[src/sv/sjvr_pkg.sv]
`default_nettype none

package sjvr_pkg;

   localparam int MAX_SERVOS     = 5;
   localparam int NUM_SERVOS_DEF = 5;
   localparam int CENTER_US_DEF  = 1500;

   localparam int STEP_W    = 8;
   localparam int PULSE_W   = 12;
   localparam int TICK_W    = 8;
   localparam int MAX_STEPS_W = STEP_W * MAX_SERVOS;
   localparam int CSR_INDEX_W = 3;
   localparam int CSR_DATA_W  = MAX_STEPS_W;

   typedef logic [CSR_INDEX_W-1:0] csr_index_type;

   localparam csr_index_type CSR_ACCEL_STEP    = csr_index_type'(0);
   localparam csr_index_type CSR_DECEL_STEP    = csr_index_type'(1);
   localparam csr_index_type CSR_PULSE_MIN     = csr_index_type'(2);
   localparam csr_index_type CSR_PULSE_MAX     = csr_index_type'(3);
   localparam csr_index_type CSR_TIMEOUT_TICKS = csr_index_type'(4);
   localparam csr_index_type CSR_MAX_STEPS     = csr_index_type'(5);

   typedef enum logic [1:0] {
      ST_AT_TARGET,
      ST_ACCEL,
      ST_AT_MAX,
      ST_DECEL
   } status_type;

   typedef struct packed {
      logic [STEP_W-1:0]      accel_step;
      logic [STEP_W-1:0]      decel_step;
      logic [PULSE_W-1:0]     pulse_min;
      logic [PULSE_W-1:0]     pulse_max;
      logic [TICK_W-1:0]      timeout_ticks;
      logic [MAX_STEPS_W-1:0] max_steps;
   } cfg_type;

endpackage

`default_nettype wire

[src/sv/servo_jog_velocity_ramp_core.sv]
// Jog velocity ramp for up to five servos, one control tick per request transfer.
// Request channel (req_*): one transfer per tick, optionally carrying a new
// command with an active bit and a direction bit per servo.
// Response channel (rsp_*): one transfer per request with all five pulse widths,
// a mask of the pulses that changed on this tick, and the command timeout flag.
// CSR channel (csr_*): register writes by index, always ready; write only while
// no request is in flight.
// The response of a request taken at a clock edge is valid in the cycle after that
// edge. Throughput is one request per cycle while the receiver does not stall, set by
// the single register stage that holds the per-servo ramp state and the response.
// A request is taken when the response register is empty or is being drained
// in the same cycle; while the receiver stalls a held response, req_stall is high.
// Reset clears the held command, the timeout counter and the ramp state, puts
// every pulse at the center value and loads the register defaults.
`default_nettype none

module servo_jog_velocity_ramp_core #(
   parameter int NUM_SERVOS = sjvr_pkg::NUM_SERVOS_DEF,
   parameter int CENTER_US  = sjvr_pkg::CENTER_US_DEF
) (
   input  wire logic                                clock,
   input  wire logic                                reset,
   input  wire logic                                req_valid,
   output logic                                     req_stall,
   input  wire logic                                req_new_command,
   input  wire logic [4:0]                          req_request_active_mask,
   input  wire logic [4:0]                          req_request_direction_mask,
   output logic                                     rsp_valid,
   input  wire logic                                rsp_stall,
   output logic [sjvr_pkg::PULSE_W-1:0]             rsp_pulse_base,
   output logic [sjvr_pkg::PULSE_W-1:0]             rsp_pulse_shoulder,
   output logic [sjvr_pkg::PULSE_W-1:0]             rsp_pulse_forearm,
   output logic [sjvr_pkg::PULSE_W-1:0]             rsp_pulse_wrist,
   output logic [sjvr_pkg::PULSE_W-1:0]             rsp_pulse_gripper,
   output logic [4:0]                               rsp_write_mask,
   output logic                                     rsp_timed_out,
   input  wire logic                                csr_valid,
   output logic                                     csr_ready,
   input  wire logic [sjvr_pkg::CSR_INDEX_W-1:0]    csr_index,
   input  wire logic [sjvr_pkg::CSR_DATA_W-1:0]     csr_data
);
   import sjvr_pkg::*;

   localparam logic [PULSE_W-1:0] CENTER = PULSE_W'(CENTER_US);

   cfg_type cfg_ff;

   logic [MAX_SERVOS-1:0] held_active_ff;
   logic [MAX_SERVOS-1:0] held_direction_ff;
   logic [TICK_W-1:0]     ticks_ff;
   logic [TICK_W-1:0]     ticks_eff;
   logic [TICK_W-1:0]     ticks_in;
   logic [MAX_SERVOS-1:0] held_active_in;
   logic [MAX_SERVOS-1:0] held_direction_in;
   logic                  timeout;
   logic [MAX_SERVOS-1:0] act;
   logic [MAX_SERVOS-1:0] dir;

   status_type            status_ff   [MAX_SERVOS];
   status_type            status_in   [MAX_SERVOS];
   logic [MAX_SERVOS-1:0] moving_ff;
   logic [MAX_SERVOS-1:0] moving_in;
   logic [MAX_SERVOS-1:0] mdir_ff;
   logic [MAX_SERVOS-1:0] mdir_in;
   logic [STEP_W-1:0]     step_ff     [MAX_SERVOS];
   logic [STEP_W-1:0]     step_in     [MAX_SERVOS];
   logic [PULSE_W-1:0]    pulse_ff    [MAX_SERVOS];
   logic [PULSE_W-1:0]    pulse_in    [MAX_SERVOS];
   logic [MAX_SERVOS-1:0] wmask_in;

   logic                  rsp_valid_ff;
   logic [MAX_SERVOS-1:0] wmask_ff;
   logic                  timed_out_ff;
   logic                  req_take;

   assign csr_ready = 1'b1;
   assign req_stall = rsp_valid_ff & rsp_stall;
   assign req_take  = req_valid & ~req_stall;

   always_comb begin
      held_active_in    = held_active_ff;
      held_direction_in = held_direction_ff;
      ticks_eff         = ticks_ff;
      if (req_new_command) begin
         held_active_in    = req_request_active_mask;
         held_direction_in = req_request_direction_mask;
         ticks_eff         = '0;
      end
      timeout  = ticks_eff >= cfg_ff.timeout_ticks;
      ticks_in = (ticks_eff == '1) ? ticks_eff : ticks_eff + TICK_W'(1);
      act      = timeout ? '0 : held_active_in;
      dir      = timeout ? '0 : held_direction_in;
   end

   for (genvar i = 0; i < MAX_SERVOS; i++) begin : g_servo
      if (i < NUM_SERVOS) begin : g_live
         status_type           st;
         logic                 mf;
         logic                 md;
         logic [STEP_W:0]      stp;
         logic [STEP_W:0]      mx;
         logic [PULSE_W-1:0]   p;
         logic [PULSE_W:0]     sum;
         logic [PULSE_W:0]     lim;

         always_comb begin
            st  = status_ff[i];
            mf  = moving_ff[i];
            md  = mdir_ff[i];
            stp = {1'b0, step_ff[i]};
            mx  = {1'b0, cfg_ff.max_steps[STEP_W*i +: STEP_W]};
            p   = pulse_ff[i];

            if (!act[i]) begin
               if (mf) begin
                  st = ST_DECEL;
               end
            end else if (!mf) begin
               mf = 1'b1;
               md = dir[i];
               st = ST_ACCEL;
            end else if (md != dir[i]) begin
               st = ST_DECEL;
            end else if (st == ST_AT_TARGET) begin
               st = ST_ACCEL;
            end

            unique case (st)
               ST_DECEL: begin
                  if (stp > {1'b0, cfg_ff.decel_step}) begin
                     stp = stp - {1'b0, cfg_ff.decel_step};
                  end else begin
                     stp = '0;
                  end
                  if (stp == '0) begin
                     if (act[i] && md != dir[i]) begin
                        md = dir[i];
                        mf = 1'b1;
                        st = ST_ACCEL;
                     end else begin
                        mf = 1'b0;
                        st = ST_AT_TARGET;
                     end
                  end
               end
               ST_ACCEL: begin
                  mf = 1'b1;
                  if (stp < mx) begin
                     stp = stp + {1'b0, cfg_ff.accel_step};
                     if (stp > mx) begin
                        stp = mx;
                     end
                  end
                  if (stp >= mx) begin
                     st = ST_AT_MAX;
                  end
               end
               ST_AT_MAX: begin
                  mf  = 1'b1;
                  stp = mx;
               end
               ST_AT_TARGET: begin
                  mf  = 1'b0;
                  stp = '0;
               end
            endcase

            sum = {1'b0, p} + {{(PULSE_W-STEP_W){1'b0}}, stp};
            lim = {1'b0, cfg_ff.pulse_min} + {{(PULSE_W-STEP_W){1'b0}}, stp};
            if (stp != '0) begin
               if (md) begin
                  if (p < cfg_ff.pulse_max) begin
                     if (sum > {1'b0, cfg_ff.pulse_max}) begin
                        p = cfg_ff.pulse_max;
                     end else begin
                        p = sum[PULSE_W-1:0];
                     end
                  end
               end else begin
                  if ({1'b0, p} > lim) begin
                     p = p - {{(PULSE_W-STEP_W){1'b0}}, stp[STEP_W-1:0]};
                  end else begin
                     p = cfg_ff.pulse_min;
                  end
               end
            end

            if (p == cfg_ff.pulse_min || p == cfg_ff.pulse_max) begin
               stp = '0;
               mf  = 1'b0;
               st  = ST_AT_TARGET;
            end
         end

         assign status_in[i] = st;
         assign moving_in[i] = mf;
         assign mdir_in[i]   = md;
         assign step_in[i]   = stp[STEP_W-1:0];
         assign pulse_in[i]  = p;
         assign wmask_in[i]  = p != pulse_ff[i];
      end else begin : g_absent
         assign status_in[i] = ST_AT_TARGET;
         assign moving_in[i] = 1'b0;
         assign mdir_in[i]   = 1'b0;
         assign step_in[i]   = '0;
         assign pulse_in[i]  = CENTER;
         assign wmask_in[i]  = 1'b0;
      end
   end

   always_ff @(posedge clock) begin
      if (reset) begin
         cfg_ff.accel_step    <= STEP_W'(2);
         cfg_ff.decel_step    <= STEP_W'(4);
         cfg_ff.pulse_min     <= PULSE_W'(500);
         cfg_ff.pulse_max     <= PULSE_W'(2500);
         cfg_ff.timeout_ticks <= TICK_W'(3);
         cfg_ff.max_steps     <= '0;
      end else if (csr_valid && csr_ready) begin
         unique case (csr_index)
            CSR_ACCEL_STEP:    cfg_ff.accel_step    <= csr_data[STEP_W-1:0];
            CSR_DECEL_STEP:    cfg_ff.decel_step    <= csr_data[STEP_W-1:0];
            CSR_PULSE_MIN:     cfg_ff.pulse_min     <= csr_data[PULSE_W-1:0];
            CSR_PULSE_MAX:     cfg_ff.pulse_max     <= csr_data[PULSE_W-1:0];
            CSR_TIMEOUT_TICKS: cfg_ff.timeout_ticks <= csr_data[TICK_W-1:0];
            CSR_MAX_STEPS:     cfg_ff.max_steps     <= csr_data[MAX_STEPS_W-1:0];
            default: begin
            end
         endcase
      end
   end

   always_ff @(posedge clock) begin
      if (reset) begin
         held_active_ff    <= '0;
         held_direction_ff <= '0;
         ticks_ff          <= '0;
         moving_ff         <= '0;
         mdir_ff           <= '0;
         rsp_valid_ff      <= 1'b0;
         for (int i = 0; i < MAX_SERVOS; i++) begin
            status_ff[i] <= ST_AT_TARGET;
            step_ff[i]   <= '0;
            pulse_ff[i]  <= CENTER;
         end
      end else begin
         if (req_take) begin
            held_active_ff    <= held_active_in;
            held_direction_ff <= held_direction_in;
            ticks_ff          <= ticks_in;
            moving_ff         <= moving_in;
            mdir_ff           <= mdir_in;
            for (int i = 0; i < MAX_SERVOS; i++) begin
               status_ff[i] <= status_in[i];
               step_ff[i]   <= step_in[i];
               pulse_ff[i]  <= pulse_in[i];
            end
            rsp_valid_ff <= 1'b1;
         end else if (!rsp_stall) begin
            rsp_valid_ff <= 1'b0;
         end
      end
   end

   always_ff @(posedge clock) begin
      if (req_take) begin
         wmask_ff     <= wmask_in;
         timed_out_ff <= timeout;
      end
   end

   assign rsp_valid          = rsp_valid_ff;
   assign rsp_pulse_base     = pulse_ff[0];
   assign rsp_pulse_shoulder = pulse_ff[1];
   assign rsp_pulse_forearm  = pulse_ff[2];
   assign rsp_pulse_wrist    = pulse_ff[3];
   assign rsp_pulse_gripper  = pulse_ff[4];
   assign rsp_write_mask     = wmask_ff;
   assign rsp_timed_out      = timed_out_ff;

   a_take_gives_rsp: assert property (@(posedge clock) disable iff (reset)
      req_take |=> rsp_valid)
      else $error("request transfer did not produce a response");

   a_fresh_command_not_timed_out: assert property (@(posedge clock) disable iff (reset)
      (req_take && req_new_command && cfg_ff.timeout_ticks != '0) |=> !rsp_timed_out)
      else $error("fresh command reported as timed out");

   a_absent_servo_quiet: assert property (@(posedge clock) disable iff (reset)
      rsp_valid |-> (rsp_write_mask >> NUM_SERVOS) == '0)
      else $error("write mask set for an absent servo");

   a_stopped_has_no_step: assert property (@(posedge clock) disable iff (reset)
      (status_ff[0] == ST_AT_TARGET) |-> (step_ff[0] == '0 && !moving_ff[0]))
      else $error("servo at target with a nonzero step or moving flag");

endmodule

`default_nettype wire
[config.mk]
export PLATFORM = sky130hd
export DESIGN_NAME = servo_jog_velocity_ramp_core
export DESIGN_NICKNAME = d
export VERILOG_FILES = /design/src/sv/sjvr_pkg.sv /design/src/sv/servo_jog_velocity_ramp_core.sv
export SDC_FILE = /design/constraint.sdc
export NUM_CORES = 2
export LEC_CHECK = 0
export BUFFER_PORTS_ARGS = -buffer_cell sky130_fd_sc_hd__buf_2
export CAP_MARGIN = 20
export CORE_MARGIN = 3
export CORE_UTILIZATION = 55
export DETAILED_ROUTE_END_ITERATION = 10
export PLACE_DENSITY = 0.72
export SYNTH_ARGS = -nofsm -noshare
export SYNTH_HDL_FRONTEND = slang
export SYNTH_SLANG_ARGS = --single-unit
[constraint.sdc]
create_clock -name clock -period 16 [get_ports clock]
set_clock_uncertainty 0.15 [all_clocks]
set_input_delay 0.8 -clock clock [delete_from_list [all_inputs] [get_ports clock]]
set_output_delay 0.8 -clock clock [all_outputs]
set_load 0.005 [all_outputs]
**Yosys cells after proc, flatten, opt, wreduce, memory -nomap -nowiden**

Memories as Yosys holds them, arrays and structs flattened.
Cells that the tools add are included.
Widths: inputs -> output; s select.

- Flip-flop bits (word level): 123
- Input bits: 59
- Logic and storage cells: 388
- Bits in writable memories: 110
- Output and inout port bits: 69
- Memories kept: 3

Memory list:

| memory | words | width | read ports | clocked after memory_dff | wr ports | RTL line | source |
|---|---|---|---|---|---|---|---|
| pulse_ff | 5 | 12 | 5 | 0 | 5 | servo_jog_velocity_ramp_core.sv:67 | `logic [PULSE_W-1:0] pulse_ff [MAX_SERVOS];` |
| step_ff | 5 | 8 | 5 | 0 | 5 | servo_jog_velocity_ramp_core.sv:65 | `logic [STEP_W-1:0] step_ff [MAX_SERVOS];` |
| status_ff | 5 | 2 | 5 | 0 | 5 | servo_jog_velocity_ramp_core.sv:59 | `status_type status_ff [MAX_SERVOS];` |

- Equality and inequality tests: 52
- Order comparisons: 36
- Muxes and demuxes: 188
- Add/subtract/negate cells: 26
- Reduce and logical (&&, ||, !) cells: 47
- Bitwise logic cells: 18

Operators with widths:

| kind | number |
|---|---|
| $mux 12 | 30 |
| $mux 9 | 25 |
| $pmux 9 s4 | 5 |
| $add 12x9->13 | 10 |
| $eq 12x12->1 | 10 |
| $mux 8 | 12 |
| $mux 2 | 45 |
| $gt 12x13->1 | 5 |
| $gt 13x12->1 | 5 |
| $lt 12x12->1 | 5 |
| $ne 12x12->1 | 5 |
| $sub 12x8->12 | 5 |
| $mux 1 | 57 |
| $add 8x8->9 | 5 |
| $ge 9x8->1 | 5 |
| $gt 9x8->1 | 5 |
| $logic_not 9->1 | 5 |
| $reduce_bool 9->1 | 5 |
| $sub 8x8->9 | 5 |
| $gt 8x8->1 | 5 |
| $lt 8x8->1 | 5 |
| $reduce_and 2->1 | 11 |
| $eq 2x2->1 const B | 10 |
| $logic_not 2->1 | 10 |
| other kinds (20) | 77 |

**Logic depth before layout (Yosys ltp)**

- Depth after elaboration: 20
- Mapped depth: 51
- Gate-level depth less buffers: 47

**Least setup slack after synthesis**

No wires, ideal clock.

- Path type: input to register
- From: input req_new_command
- To: memory step_ff[2][1] (netlist: step_ff[0][17]), data pin
- Buffers on the path: 5
- Arrival: 9705 ps
- Required time: 15570 ps
- Slack: 5865 ps
- Setup time: 280 ps
- Stages: 45
- Cells stage by stage: clkbuf_1 clkbuf_1 clkbuf_1 nor2b_1 ha_1 a21oi_1 o21ai_1 a31oi_1 or2_2 clkbuf_1 nand2_1 xnor2_1 nor2_1 a31oi_1 nor2_1 inv_1 ha_1 a21o_1 [9 not listed] o21ai_0 a21oi_1 xnor2_1 ha_1 and4_1 o211a_1 o21ai_0 a31oi_1 o311a_1 clkbuf_1 a21oi_1 mux2_4 mux2i_4 o22ai_1 or4_1 or4_4 nand3_4 nor2_1

RTL lines:

| what | RTL line | source |
|---|---|---|
| start: declaration | servo_jog_velocity_ramp_core.sv:25 | `input wire logic req_new_command,` |
| end: declaration | servo_jog_velocity_ramp_core.sv:65 |  |

==> metrics.md <==
| Metric | Value |
|---|---|
| Initial drt markers | 4218 |
| Hold Crit Class | input pin to register |
| IO Pins | 128 |
| PostCTS Resize Cnt | 0 |
| Status | finished, final reports clean |
| Slew HR | 0.222 |
| Post-CTS Setup Bufs | 0 |
| Seq/Total Area, Yosys | 0.168 |
| Global route overflow | 0 |
| Layout fillers | 5679 |
| Dpl ws | 4.27 ns |
| Slew Viols, Final | 0 |
| Global-route wire length before repair | 191000 um |
| CTS root buf | clkbuf_16 |
| Ratio of cells with drive above 1 in the final layout | 0.0845 |
| Clock sinks | 233 |
| Largest net degree at the start of global routing | 62 |
| Min Clock Period, post-route | 11.49 ns |
| Post-synth EDFFs | 116 |
| DIE WIDTH | 257 um |
| Fin worst setup slack | 4.51 ns |
| Die span in y | 257 um |
| PD cells | 164 nW/um^2 |
| CP most frequent cell | a21oi_1 |
| Number of max-cap violations | 0 |
| Max Fanout on Critical Path | 13 |
| Starting density of the core | 0.560 |
| Total wire length | 127000 um |
| CTS Hold Buffers Added | 0 |
| H-tree depth | 1 |
| YS warnings | 0 |
| Drt drc | 0 |
| Row count | 91 |
| Worst Tran Pin Value | 1.16 ns |
| Fin crit share | 0.718 |
| Final GP Congestion | 0.991 |
| RSZ-0062 raised after global routing | no |
| PortBufs | 126 |
| Placed insts | 5275 |
| CP arrival | 11.66 ns |
| Post-synth top flop | dfxtp_1 |
| Placed inst area | 36400 um^2 |
| FFs w/ async S/R, synth | 0 |
| Final setup vio count | 0 |
| Synth-to-layout area growth | 7.97% |
| Post-Syn Area | 34700 um^2 |
| WL per Instance | 23.8 um |
| Final hold violation count | 0 |
| Startpoint Class | register |
| Post-Route Setup TNS | 0 ns |
| Critical Path Sink Type | register |
| Syn Area/Cell | 7.90 um^2 |
| Slowest CP cell | dfxtp_1 |
| Setup CP Type | register to register |
| Critical path required time | 16.17 ns |
| HPWL Detailed | 95200 um |
| Register area | 5830 um^2 |
| Peak Freq | 87.1 MHz |
| Tot GR Track Use | 0.367 |
| Initial antenna violation count | 0 |
| #FFs+latches synth | 233 |
| Net count after synthesis | 5023 |
| Num CTS Buffers | 31 |
| Hold_ws | 0.244 ns |
| Peak supply drop | 0.115 mV |
| Fin cells | 5335 |
| Overall power | 6.17 mW |
| Final core utilization | 0.604 |
| CTS tree | done |
| Deepest clock path buffer count | 3 |
| Library cells used by synthesis | 107 |
| Routed Antenna Nets | 0 |
| Final #Nets | 5100 |
| Cell area after layout | 37500 um^2 |
| Vias/cell | 6.53 |
| Clock insertion delay at the later pin of the skew report | 0.63 ns |
| Leakage power | 15.7 nW |
| Synth Instances | 4395 |
| Routed via count | 34827 |
| Die area | 66200 um^2 |
| TritonRoute pass-1 iters | 8 |
| Worst-path clk slew | 0.06 ns |
| Multi-input gate area | 27200 um^2 |
| Number of global-route vias before repair | 31949 |
| Core area | 62100 um^2 |
| Max stage delay on crit path | 0.71 ns |
[flip-flops by register name, indices dropped and copies added (netlist names)]
register,flops
rsp_timed_out,1
status_ff,10
held_direction_ff,5
ticks_ff,8
moving_ff,5
rsp_valid,1
rsp_write_mask,5
step_ff,40
pulse_ff,60
held_active_ff,5
mdir_ff,5
cfg_ff,88
[metal layers]
layer  track usage  up-vias  part of all wire
met1         0.500    16126              0.41
met2         0.552     1958              0.41
li1              -    16317                 -
met5             0        -                 0
met4         0.176        0             0.059
met3        0.0786      426              0.12
[layout by cell type, fill, tap and decap left out, types with 58 or more instances in the layout]
| cell | n |
|---|---|
| a211oi_1 | 61 |
| a21o_1 | 63 |
| a21oi_1 | 359 |
| buf_2 | 125 |
| buf_4 | 81 |
| dfxtp_1 | 117 |
| edfxtp_1 | 116 |
| ha_1 | 544 |
| inv_1 | 284 |
| mux2i_1 | 173 |
| nand2_1 | 413 |
| nand2b_1 | 67 |
| nand3_1 | 87 |
| nand4_1 | 62 |
| nor2_1 | 322 |
| nor2b_1 | 77 |
| nor3_1 | 92 |
| o211ai_1 | 58 |
| o21a_1 | 63 |
| o21ai_0 | 218 |
| xnor2_1 | 270 |
[synth_stat cells, drive strengths merged (30+ instances only)]
master / count / area, um^2
ha: 544 / 6810
nand2: 414 / 1550
a21oi: 359 / 1800
nor2: 324 / 1220
inv: 293 / 1100
xnor2: 270 / 2360
o21ai: 252 / 1260
mux2i: 179 / 1820
clkbuf: 135 / 507
dfxtp: 117 / 2340
edfxtp: 116 / 3480
nor3: 93 / 477
nand3: 89 / 458
nor2b: 79 / 502
nand2b: 67 / 419
a21o: 63 / 473
o21a: 63 / 473
a211oi: 62 / 470
nand4: 62 / 388
mux2: 61 / 694
o211ai: 59 / 448
nor4: 46 / 288
o21bai: 37 / 278
xor2: 35 / 307
a31oi: 34 / 213
a22oi: 30 / 225
o31ai: 30 / 240
[final timing paths]
kind | end | start | cells after the start | slack (ns)
setup / recovery | step_ff[0][29] | cfg_ff[80] | 40 | 4.51
hold reg to reg | cfg_ff[79] | cfg_ff[79] | 2 | 0.30
setup reg to reg | step_ff[0][29] | cfg_ff[80] | 40 | 4.51
hold / removal | rsp_valid | req_valid | 2 | 0.24
[area by class of cell]
class | count | share of cell area
multi-input cells | 3697 | 0.725
flip-flops and latches | 233 | 0.155
repair buffers | 206 | 0.0329
inverters | 303 | 0.0303
well taps | 837 | 0.0279
clock buffers | 44 | 0.0245
clock inverters | 14 | 0.00434
diodes | 1 | 0.0000667
[report_power, final]
group          total [mW]  internal, mW  switching [mW]
clock               0.755         0.437           0.318
combinational        4.55          1.93            2.62
sequential          0.863         0.706           0.157
[cell families after synthesis]
group | synth area share
multiplexers | 0.0723
AND/OR/NAND/NOR | 0.185
buffers and inverters | 0.0518
adder cells (fa/ha/maj) | 0.210
flip-flops | 0.168
XOR/XNOR | 0.0769
AO/OA/AOI/OAI | 0.235
other | 0.000108
[worst max-delay path: cells and delay by family (launching register included)]
| kind | cells | cell delay [ns] |
|---|---|---|
| AOI/OAI and AO/OA | 15 | 4.45 |
| and+or+nand+nor | 10 | 2.37 |
| adders and majority gates | 5 | 1.69 |
| muxes | 4 | 0.91 |
| DFF | 1 | 0.71 |
| buffers and inverters | 4 | 0.61 |
| xor gates and xnor gates | 2 | 0.29 |
Power figures use the tool's default switching activity.
